$ cat src/gn1d_pkg.sv
// ----------------------------------------------------------------------------
// gn1d_pkg
// Shared types and constants of the 1D gradient noise pipeline.
// ----------------------------------------------------------------------------
`default_nettype none

package gn1d_pkg;

	// defaults of the top level parameters
	localparam int NUM_POINTS_DEF     = 4096;
	localparam int GRADIENT_COUNT_DEF = 64;

	// field widths
	localparam int IDX_W    = 12;
	localparam int STEP_W   = 22;
	localparam int SIGNS_W  = 64;
	localparam int AMP_W    = 10;
	localparam int OUT_W    = 27;
	localparam int POS_W    = IDX_W + STEP_W;
	localparam int LAT_W    = POS_W - 16;
	localparam int FRAC_W   = 16;
	localparam int CFG_IDX_W = 2;

	// register indexes
	localparam logic [CFG_IDX_W-1:0] REG_SAMPLE_STEP    = 2'd0;
	localparam logic [CFG_IDX_W-1:0] REG_GRADIENT_SIGNS = 2'd1;
	localparam logic [CFG_IDX_W-1:0] REG_AMPLITUDE      = 2'd2;

	// register reset values
	localparam logic [STEP_W-1:0]  STEP_RST  = 22'd4096;
	localparam logic [SIGNS_W-1:0] SIGNS_RST = 64'd0;
	localparam logic [AMP_W-1:0]   AMP_RST   = 10'd16;

	// fixed point constants
	localparam logic [16:0] FRAC_ONE   = 17'd65536;
	localparam int          HALF_LSB   = 32768;
	localparam int          FADE_C6    = 6;
	localparam int          FADE_C15   = 15;
	localparam int          FADE_C10   = 10;
	localparam logic [OUT_W-1:0] OUT_POS_LIM = 27'd33554431;
	localparam logic [OUT_W-1:0] OUT_NEG_LIM = 27'd33554432;

	// cycles from accepted item to result strobe
	localparam int LATENCY = 7;

	// configuration register set
	typedef struct packed {
		logic [STEP_W-1:0]  sample_step;
		logic [SIGNS_W-1:0] gradient_signs;
		logic [AMP_W-1:0]   amplitude;
	} gn1d_cfg_t;

	// per item side information carried along the pipeline
	typedef struct packed {
		logic              oor;
		logic              gl;
		logic              gr;
		logic [FRAC_W-1:0] d;
	} gn1d_side_t;

endpackage

`default_nettype wire

$ cat src/gn1d_cfg_regs.sv
// ----------------------------------------------------------------------------
// gn1d_cfg_regs
// Configuration register file: step, gradient sign mask and amplitude.
// ----------------------------------------------------------------------------
`default_nettype none

module gn1d_cfg_regs
	import gn1d_pkg::*;
(
	input  wire logic                 clk,
	input  wire logic                 arst_n,
	input  wire logic                 cfg_valid,
	input  wire logic [CFG_IDX_W-1:0] cfg_index,
	input  wire logic [63:0]          cfg_data,
	output gn1d_cfg_t                 cfg
);

	logic [STEP_W-1:0]  sample_step_q;
	logic [SIGNS_W-1:0] gradient_signs_q;
	logic [AMP_W-1:0]   amplitude_q;

	// register writes, unknown indexes dropped
	always_ff @(posedge clk or negedge arst_n) begin
		if (!arst_n) begin
			sample_step_q    <= STEP_RST;
			gradient_signs_q <= SIGNS_RST;
			amplitude_q      <= AMP_RST;
		end else if (cfg_valid) begin
			unique case (cfg_index)
				REG_SAMPLE_STEP:    sample_step_q    <= cfg_data[STEP_W-1:0];
				REG_GRADIENT_SIGNS: gradient_signs_q <= cfg_data[SIGNS_W-1:0];
				REG_AMPLITUDE:      amplitude_q      <= cfg_data[AMP_W-1:0];
				default: ;
			endcase
		end
	end

	assign cfg.sample_step    = sample_step_q;
	assign cfg.gradient_signs = gradient_signs_q;
	assign cfg.amplitude      = amplitude_q;

endmodule

`default_nettype wire

$ cat config.mk
export PLATFORM = sky130hd
export DESIGN_NAME = gn1d_cfg_regs
export DESIGN_NICKNAME = d
export VERILOG_FILES = /design/src/gn1d_pkg.sv /design/src/gn1d_cfg_regs.sv
export SDC_FILE = /design/constraint.sdc
export NUM_CORES = 1
export LEC_CHECK = 0
export BUFFER_PORTS_ARGS = -buffer_cell sky130_fd_sc_hd__buf_4
export CAP_MARGIN = 10
export CORE_ASPECT_RATIO = 0.7
export CORE_UTILIZATION = 51
export DETAILED_ROUTE_END_ITERATION = 7
export PLACE_DENSITY = 0.93
export SLEW_MARGIN = 25
export SYNTH_ARGS = -nofsm -noshare
export SYNTH_HDL_FRONTEND = slang
export SYNTH_SLANG_ARGS = --single-unit
export TNS_END_PERCENT = 30
$ cat constraint.sdc
create_clock -name clk -period 2.3 [get_ports clk]
set_clock_uncertainty 0.2 [all_clocks]
set_input_delay 0.23 -clock clk [delete_from_list [all_inputs] [get_ports clk]]
set_output_delay 0.23 -clock clk [all_outputs]
set_load 0.005 [all_outputs]
==> impl_metrics.py <==
metrics = {
    "status": {
        "status": "complete, no violations",
    },
    "synthesis": {
        "syn_area_um2": 3830,
        "ys_ff_latch": 96,
        "yosysWarnings": 0,
        "synth-seq-area-share_pct": 62.7,
        "avgSynthCellArea_um2": 18.7,
        "synth_cell_types": 10,
        "syn_nets": 274,
        "synthCells": 205,
    },
    "finish": {
        "fin_area_um2": 6030,
        "syn_to_final_growth_pct": 57.2,
        "diodes": 0,
        "drive_gt1_share_pct": 63.1,
        "final_common_cell": "buf_4",
        "finalNetCount": 509,
        "final_util_pct": 82.7,
        "fin_cells": 543,
        "final_cell_mix": "167 x buf_4, 94 x dfrtp_1, 65 x dlygate4sd3_1, 60 x mux2_4, 35 x mux2_2",
    },
    "detailed_routing": {
        "routed_wirelength_mm": 10.2,
        "initialDrtViolationCount": 83,
        "wl_per_cell_um": 18.8,
        "via_per_inst": 4.96,
        "routed-via-count": 2695,
        "ant_nets": 0,
        "first_pass_iters": 4,
        "drc": 0,
    },
    "cts": {
        "cts_tree": "built",
        "postCtsSetupRepairBufs": 0,
        "cts_max_level": 3,
        "insertion_delay_ns": 0.35,
        "clk_path_buf_depth": 2,
        "cts.sinks": 96,
        "numCtsBuffers": 9,
        "root_buffer": "clkbuf_8",
        "clk_pin_slew_worst_paths_ns": 0.09,
    },
    "placement": {
        "gp_congestion": 0.750,
        "io_buffers": 164,
        "dp_cells": 462,
        "dp_hpwl_mm": 5.95,
        "dpl-instance-area_um2": 5160,
    },
    "power": {
        "leakage_uw": 0.00304,
        "power_density_nw_per_um2": 777,
        "peakVddDrop_v": 0.000517,
    },
    "global_route": {
        "grt_pass1_vias": 2840,
        "grt_overflow": 0,
        "grt_usage_pct": 26.1,
        "grt_pass1_wl_mm": 15.2,
        "grt_max_degree": 65,
        "antenna_found_initial": 0,
    },
    "critical_path": {
        "cpPeakStageDelay_ns": 0.53,
        "path_delay_family": "flip-flops",
        "r2r_cells": 1,
        "cp.arrival_ns": 0.99,
        "critPathSlowestCell": "dfstp_2",
        "r2r-start": "gradient_signs_q[17]$_DFFE_PN0P_",
        "worstPathCellList": "buf_4",
        "crit_buf_inv": 1,
        "start_kind": "flip-flop",
        "end_kind": "output pin",
        "cp_max_fo": 2,
        "r2r_slack_ns": 1.29,
        "cp.required_ns": 1.87,
        "crit_type": "reg -> out",
        "r2r-end": "gradient_signs_q[17]$_DFFE_PN0P_",
    },
    "floorplan": {
        "num_rows": 26,
        "die-height_um": 74.5,
        "core_region_area_um2": 7290,
        "initial_core_util_pct": 52.6,
        "io_pins": 165,
        "die_w_um": 106,
        "dieArea_um2": 7870,
    },
    "sta": {
        "max_freq_mhz": 706,
        "slew_headroom_pct": 61.8,
        "tightest_slew_ns": 0.571,
        "rsz0062_at_grt": "false",
        "drv_slew": 0,
        "fin_hold_ws_ns": 0.159,
        "fin_crit_sh_pct": 61.6,
        "finalHoldViolations": 0,
        "final.min_clock_period_ns": 1.42,
        "finalSetupTns_ns": 0,
        "setup-violations-final": 0,
    },
    "min_path": {
        "min_path_type": "in -> async",
    },
    "run": {
        "cap_violations": 0,
    },
}
==> sequential cells by signal, summed over array words and instances (netlist names) <==
register,flops
sample_step_q,22
amplitude_q,10
gradient_signs_q,64
==> what timing repair did <==
action / in CTS / in global routing
gates resized for setup: 0 / 0
endpoints found under the hold margin: 129 / 0
hold buffers: 65 / 0
==> cell type report <==
type                            instances  area [um^2]
Tap cell                               98          123
Sequential cell                        96         2400
Clock buffer                           11          131
Clock inverter                          5         82.6
Timing Repair Buffer                  234         1940
Fill cell                             371         1260
Multi-Input combinational cell         99         1340
==> synthesized netlist by cell type <==
| cell type | count | area share, % |
|---|---|---|
| buf_2 | 1 | 0.13 |
| dfstp_2 | 2 | 1.4 |
| buf_4 | 3 | 0.59 |
| mux2_4 | 60 | 23 |
| mux2_2 | 35 | 10 |
| dfrtp_1 | 94 | 61 |
| nand3b_1 | 2 | 0.39 |
| mux2_1 | 1 | 0.29 |
| nor3b_2 | 1 | 0.33 |
| buf_6 | 6 | 1.8 |
==> worst max path at each step <==
stage                                   from                               end  depth (start not counted)
2_1_floorplan                   cfg_index[1]      sample_step_q[0]$_DFFE_PN0P_                          3
3_3_place_gp                    cfg_index[1]  gradient_signs_q[63]$_DFFE_PN0P_                          4
3_5_place_dp                    cfg_index[1]   gradient_signs_q[0]$_DFFE_PN0P_                          4
4_1_cts        sample_step_q[12]$_DFFE_PN1P_                           cfg[86]                          1
5_1_grt        sample_step_q[12]$_DFFE_PN1P_                           cfg[86]                          1
6_report          amplitude_q[4]$_DFFE_PN1P_                            cfg[4]                          1
==> layer usage <==
layer | wire length, um | part of all wire (%) | global-route usage, % | vias up
met4 | 114 | 1.1 | 7.56 | 0
met2 | 5400 | 53 | 48.0 | 119
met3 | 728 | 7.1 | 7.80 | 13
met1 | 3940 | 39 | 30.3 | 1376
li1 | - | - | - | 1187
met5 | 0 | 0 | 0 | -
==> stage by stage <==
stage / total power [uW] / worst slack (ns)
6_report: 4680 / 0.884
4_1_cts: 4690 / 0.862
3_3_place_gp: 3350 / 0.671
3_5_place_dp: 3420 / 0.615
5_1_grt: 4890 / 0.848
2_1_floorplan: 2680 / 0.949
==> where the power goes <==
part	leakage, uW	total [uW]	internal, uW	switching [uW]
combinational	0.00181	1280	889	393
sequential	0.00113	2230	2010	213
clock	0.0000958	1170	613	562
total	0.00304	4680	3510	1170
==> cells by family after synthesis <==
logic type,count (synthesis),synth area share (%)
muxes,96,34.1
DFF,96,62.7
buffers and inverters,10,2.48
and+or+nand+nor,3,0.718
Note: power is estimated with default switching activity, not from simulation.
