**config.mk**
```make
export PLATFORM = sky130hd
export DESIGN_NAME = gn1d_fade
export DESIGN_NICKNAME = d
export VERILOG_FILES = /design/src/gn1d_pkg.sv /design/src/gn1d_fade.sv
export SDC_FILE = /design/constraint.sdc
export NUM_CORES = 2
export LEC_CHECK = 0
export ABC_AREA = 0
export BUFFER_PORTS_ARGS = -buffer_cell sky130_fd_sc_hd__buf_4
export CAP_MARGIN = 0
export CORE_MARGIN = 5
export CORE_UTILIZATION = 50
export DETAILED_ROUTE_END_ITERATION = 10
export PLACE_DENSITY = 0.72
export SKIP_LAST_GASP = 1
export SLEW_MARGIN = 20
export SYNTH_ARGS = -nofsm -noshare
export SYNTH_HDL_FRONTEND = slang
export SYNTH_SLANG_ARGS = --single-unit
```
**constraint.sdc**
```tcl
create_clock -name clk -period 7.2 [get_ports clk]
set_input_delay 1.44 -clock clk [delete_from_list [all_inputs] [get_ports clk]]
set_output_delay 1.44 -clock clk [all_outputs]
set_load 0.1 [all_outputs]
```
**src/gn1d_pkg.sv**
```systemverilog
// ----------------------------------------------------------------------------
// gn1d_pkg
// Shared types and constants of the 1D gradient noise pipeline.
// ----------------------------------------------------------------------------
`default_nettype none

package gn1d_pkg;

	// defaults of the top level parameters
	localparam int NUM_POINTS_DEF     = 4096;
	localparam int GRADIENT_COUNT_DEF = 64;

	// field widths
	localparam int IDX_W    = 12;
	localparam int STEP_W   = 22;
	localparam int SIGNS_W  = 64;
	localparam int AMP_W    = 10;
	localparam int OUT_W    = 27;
	localparam int POS_W    = IDX_W + STEP_W;
	localparam int LAT_W    = POS_W - 16;
	localparam int FRAC_W   = 16;
	localparam int CFG_IDX_W = 2;

	// register indexes
	localparam logic [CFG_IDX_W-1:0] REG_SAMPLE_STEP    = 2'd0;
	localparam logic [CFG_IDX_W-1:0] REG_GRADIENT_SIGNS = 2'd1;
	localparam logic [CFG_IDX_W-1:0] REG_AMPLITUDE      = 2'd2;

	// register reset values
	localparam logic [STEP_W-1:0]  STEP_RST  = 22'd4096;
	localparam logic [SIGNS_W-1:0] SIGNS_RST = 64'd0;
	localparam logic [AMP_W-1:0]   AMP_RST   = 10'd16;

	// fixed point constants
	localparam logic [16:0] FRAC_ONE   = 17'd65536;
	localparam int          HALF_LSB   = 32768;
	localparam int          FADE_C6    = 6;
	localparam int          FADE_C15   = 15;
	localparam int          FADE_C10   = 10;
	localparam logic [OUT_W-1:0] OUT_POS_LIM = 27'd33554431;
	localparam logic [OUT_W-1:0] OUT_NEG_LIM = 27'd33554432;

	// cycles from accepted item to result strobe
	localparam int LATENCY = 7;

	// configuration register set
	typedef struct packed {
		logic [STEP_W-1:0]  sample_step;
		logic [SIGNS_W-1:0] gradient_signs;
		logic [AMP_W-1:0]   amplitude;
	} gn1d_cfg_t;

	// per item side information carried along the pipeline
	typedef struct packed {
		logic              oor;
		logic              gl;
		logic              gr;
		logic [FRAC_W-1:0] d;
	} gn1d_side_t;

endpackage

`default_nettype wire

```
**src/gn1d_fade.sv**
```systemverilog
// ----------------------------------------------------------------------------
// gn1d_fade
// Quintic fade t = 6d^5 - 15d^4 + 10d^3 in three register stages.
// ----------------------------------------------------------------------------
`default_nettype none

module gn1d_fade
	import gn1d_pkg::*;
(
	input  wire logic       clk,
	input  wire logic       arst_n,
	input  wire logic       in_valid,
	input  wire gn1d_side_t in_side,
	output logic            out_valid,
	output gn1d_side_t      out_side,
	output logic [16:0]     out_t
);

	logic        valid_s2, valid_s3, valid_s4;
	gn1d_side_t  side_s2, side_s3, side_s4;
	logic [16:0] d2_s2;
	logic [16:0] d3_s3;
	logic [20:0] p_s3;
	logic [16:0] t_s4;

	logic [32:0] sq_rnd;
	logic [33:0] cube_rnd;
	logic [21:0] p_sum, p_sub;
	logic [38:0] t_rnd;
	logic [22:0] t_raw;

	// valid bits
	always_ff @(posedge clk or negedge arst_n) begin
		if (!arst_n) begin
			valid_s2 <= 1'b0;
			valid_s3 <= 1'b0;
			valid_s4 <= 1'b0;
		end else begin
			valid_s2 <= in_valid;
			valid_s3 <= valid_s2;
			valid_s4 <= valid_s3;
		end
	end

	// stage 2: d2 = round(d*d)
	assign sq_rnd = 33'(32'(in_side.d) * 32'(in_side.d)) + 33'(HALF_LSB);

	always_ff @(posedge clk) begin
		side_s2 <= in_side;
		d2_s2   <= 17'(sq_rnd >> 16);
	end

	// stage 3: d3 = round(d2*d), polynomial p = 6*d2 - 15*d + 10
	assign cube_rnd = 34'(33'(d2_s2) * 33'(side_s2.d)) + 34'(HALF_LSB);
	assign p_sum    = 22'(d2_s2) * 22'(FADE_C6) + 22'(FADE_C10) * 22'(FRAC_ONE);
	assign p_sub    = 22'(side_s2.d) * 22'(FADE_C15);

	always_ff @(posedge clk) begin
		side_s3 <= side_s2;
		d3_s3   <= 17'(cube_rnd >> 16);
		p_s3    <= (p_sum < p_sub) ? 21'd0 : 21'(p_sum - p_sub);
	end

	// stage 4: t = round(d3*p), clamped to one
	assign t_rnd = 39'(d3_s3) * 39'(p_s3) + 39'(HALF_LSB);
	assign t_raw = 23'(t_rnd >> 16);

	always_ff @(posedge clk) begin
		side_s4 <= side_s3;
		t_s4    <= (t_raw > 23'(FRAC_ONE)) ? FRAC_ONE : t_raw[16:0];
	end

	assign out_valid = valid_s4;
	assign out_side  = side_s4;
	assign out_t     = t_s4;

endmodule

`default_nettype wire

```
==> results.ini <==
[layout]
num_antenna_cells = 0
final_cells = 4635
syn2layout_area_growth_pct = 8.72
final_nets = 4883
drive_gt1_share_pct = 8.19
fillers = 5857
final_util_pct = 54.9

[place]
io_buffers = 58
dp_cells = 4604
hpwl_mm = 63.7
place_congestion = 0.877

[setup_path]
cp-start-kind = input port
crit_slowest_cell = fa_1
crit_path_frequent_cell = fa_1
critPathKind = in2reg
crit_chain = buf_4 -> and2_1 -> fa_1 -> inv_1 -> fa_1 -> fa_1 -> fa_1 -> inv_1 -> fa_1 -> inv_1 -> fa_1 -> inv_1 -> ha_1 -> and4_1 -> o21ai_0 -> o211a_1 -> a211oi_2 -> o21ai_2 -> a21o_1 -> a311oi_2 -> a311o_2 -> o31ai_2 -> a211oi_1
worst_setup_path_end_kind = flop
startpoint = in_side[2]
crit_family = adder cells
required_ns = 7.59
r2r-start = d3_s3[4]$_DFF_P_
worst-path-buf-inv = 5
max_stage_delay_ns = 0.56
crit_fanout = 7
arrival_ns = 7.33

[timing]
max_slew.worst_pin.slew_ns = 0.845
drv_slew = 0
setup_viol = 0
min_period_over_period_pct = 96.4
hold_viol = 0
fin_skew_ns = 0.0182
fmax_ghz = 0.144
period_needed_ns = 6.94
fin_hold_ws_ns = 0.326
rsz0062_at_grt = true
relSlewSlack_pct = 43.6

[die]
die_y_um = 268
ios = 59
die_w_um = 268
dieArea_um2 = 71900
core_area_um2 = 66000
rows = 94
initial_core_util_pct = 50.5

[clocking]
clock_latency_ns = 0.48
cts_tree = built
clockRootBuffer = clkbuf_16
cts_sinks = 132
cts_max_level = 4
clk_pin_slew_ns = 0.06
cts-buffers-inserted = 17
clk_path_buf_depth = 2
cts-hold-fix-buffers = 0

[synth]
syn_area_um2 = 33300
seq_area_frac_synth_pct = 7.97
synth_edf_count = 0
synth.most_common_cell = inv_1
yosys-top-cells-area = fa_1 41%, ha_1 16%, inv_1 9.6%, dfxtp_1 7.7%, and2_1 6.6%
ys_ff_latch = 132
synth_top_area_share_pct = 41.1
yosysWarningCount = 0
syn_nets = 4766
postSynthCellCount = 3642
ys_types = 79
yosysTopAreaCell = fa_1
synthArstFlopShare_pct = 2.27
synth_ff_type = dfxtp_1
synth.avg_cell_area_um2 = 9.15
synth.top_cells.by_count = 853 x inv_1, 684 x fa_1, 442 x nand2_1, 418 x ha_1, 352 x and2_1

[routing]
wl_per_cell_um = 16.2
drc_errors = 0
drtIter0Drc = 1307
detail-route-antenna-nets = 0
num_vias = 23800
first_pass_iters = 5
viasPerCell = 5.14
wirelength_mm = 74.9

[hold_path]
min_from = side_s3[18]$_DFF_P_
min_path_type = reg2reg

[global_routing]
antenna_found_initial = 1
grt_max_degree = 25
grt_pass1_wl_mm = 128
grt_overflow = 0
grt_pass1_vias = 26000
grt_usage_pct = 21.9

[job]
cap_violations = 0

[status]
status = finished clean

==> cells in the final DEF (no fill, tap or decap), types with 43 or more instances in the layout <==
master     n
a21oi_1   83
and2_1   352
inv_1    853
dfxtp_1  119
xnor2_1   55
buf_4    226
fa_1     684
nand2_1  442
nor2_1    83
ha_1     417
xor2_1    43
a21o_1    52
==> area by class of cell <==
| class | instances | area [um2] | share of cell area (%) |
|---|---|---|---|
| Tap cell | 864 | 1080 | 2.98 |
| Sequential cell | 132 | 2670 | 7.37 |
| Multi-Input combinational cell | 2528 | 27000 | 74.5 |
| Timing Repair Buffer | 227 | 1720 | 4.74 |
| Clock buffer | 18 | 439 | 1.21 |
| Clock inverter | 13 | 124 | 0.342 |
| Inverter | 853 | 3200 | 8.84 |
==> cells by family (layout without fill, tap and decap cells) <==
group / count (synthesis) / in the layout / share of synthesized area, %
XOR/XNOR: 98 / 98 / 2.58
AO/OA/AOI/OAI: 286 / 286 / 5.76
buffers and inverters: 982 / 1111 / 11.1
flip-flops: 132 / 132 / 7.97
AND/OR/NAND/NOR: 1036 / 1036 / 15.6
multiplexers: 6 / 6 / 0.184
adder cells (fa/ha/maj): 1102 / 1102 / 56.8
==> final timing paths <==
kind	endpoint	slack, ns	depth (start not counted)
worst max-delay path	d2_s2[16]$_DFF_P_	0.26	23
worst min-delay path	out_side[18]$_DFF_P_	0.33	0
max in group asynchronous	valid_s3$_DFF_PN0_	6.38	1
worst min register to register	out_side[18]$_DFF_P_	0.33	0
worst max register to register	out_t[3]$_SDFF_PN0_	0.33	23
min in group asynchronous	out_valid$_DFF_PN0_	0.73	1
==> worst register-to-register path: stages, from the launching register on <==
cell and delay, ns:
dfxtp_1 0.70, buf_4 0.27, nand2_1 0.08, fa_1 0.49, inv_1 0.05, fa_1 0.52
inv_1 0.05, fa_1 0.50, inv_1 0.06, fa_1 0.55, fa_1 0.43, fa_1 0.47
ha_1 0.37, a21oi_4 0.20, o21ai_1 0.14, a31oi_1 0.19, o21bai_1 0.13, nor2_2 0.16
a21oi_1 0.12, or4_1 0.54, a211oi_2 0.23, nand2_1 0.17, buf_4 0.20, nor3_1 0.18
==> state kept, by name, summed over array words and instances, names as in the netlist <==
name and flops:
side_s3 19, out_t 17, out_valid 1, d2_s2 17
side_s2 19, d3_s3 17, valid_s3 1, p_s3 21
valid_s2 1, out_side 19
==> through the flow <==
step	setup WS, ns	setup TNS (ns)	cell area [um2]
after global routing	-0.0371	-0.0371	36200
after floorplan	0.00625	0	33400
after CTS	0.237	0	36200
after global placement	-0.220	-1.04	35600
final	0.260	0	36200
after detailed placement	-0.283	-1.36	35600
==> timing repair <==
action	CTS	global route
setup endpoints to repair	0	8
gates resized for setup	0	13
buffers inserted	0	0
==> metal layers <==
metal / up-vias / track usage [%] / wire, um
li1: 11200 / - / -
met3: 126 / 2.76 / 3110
met2: 525 / 38.6 / 37600
met5: - / 0 / 0
met1: 12000 / 28.3 / 32100
met4: 0 / 7.17 / 2070
Power is left out: the tool's default activity adds up to more than one toggle a clock period on the data nets, which glitch-free logic cannot reach.
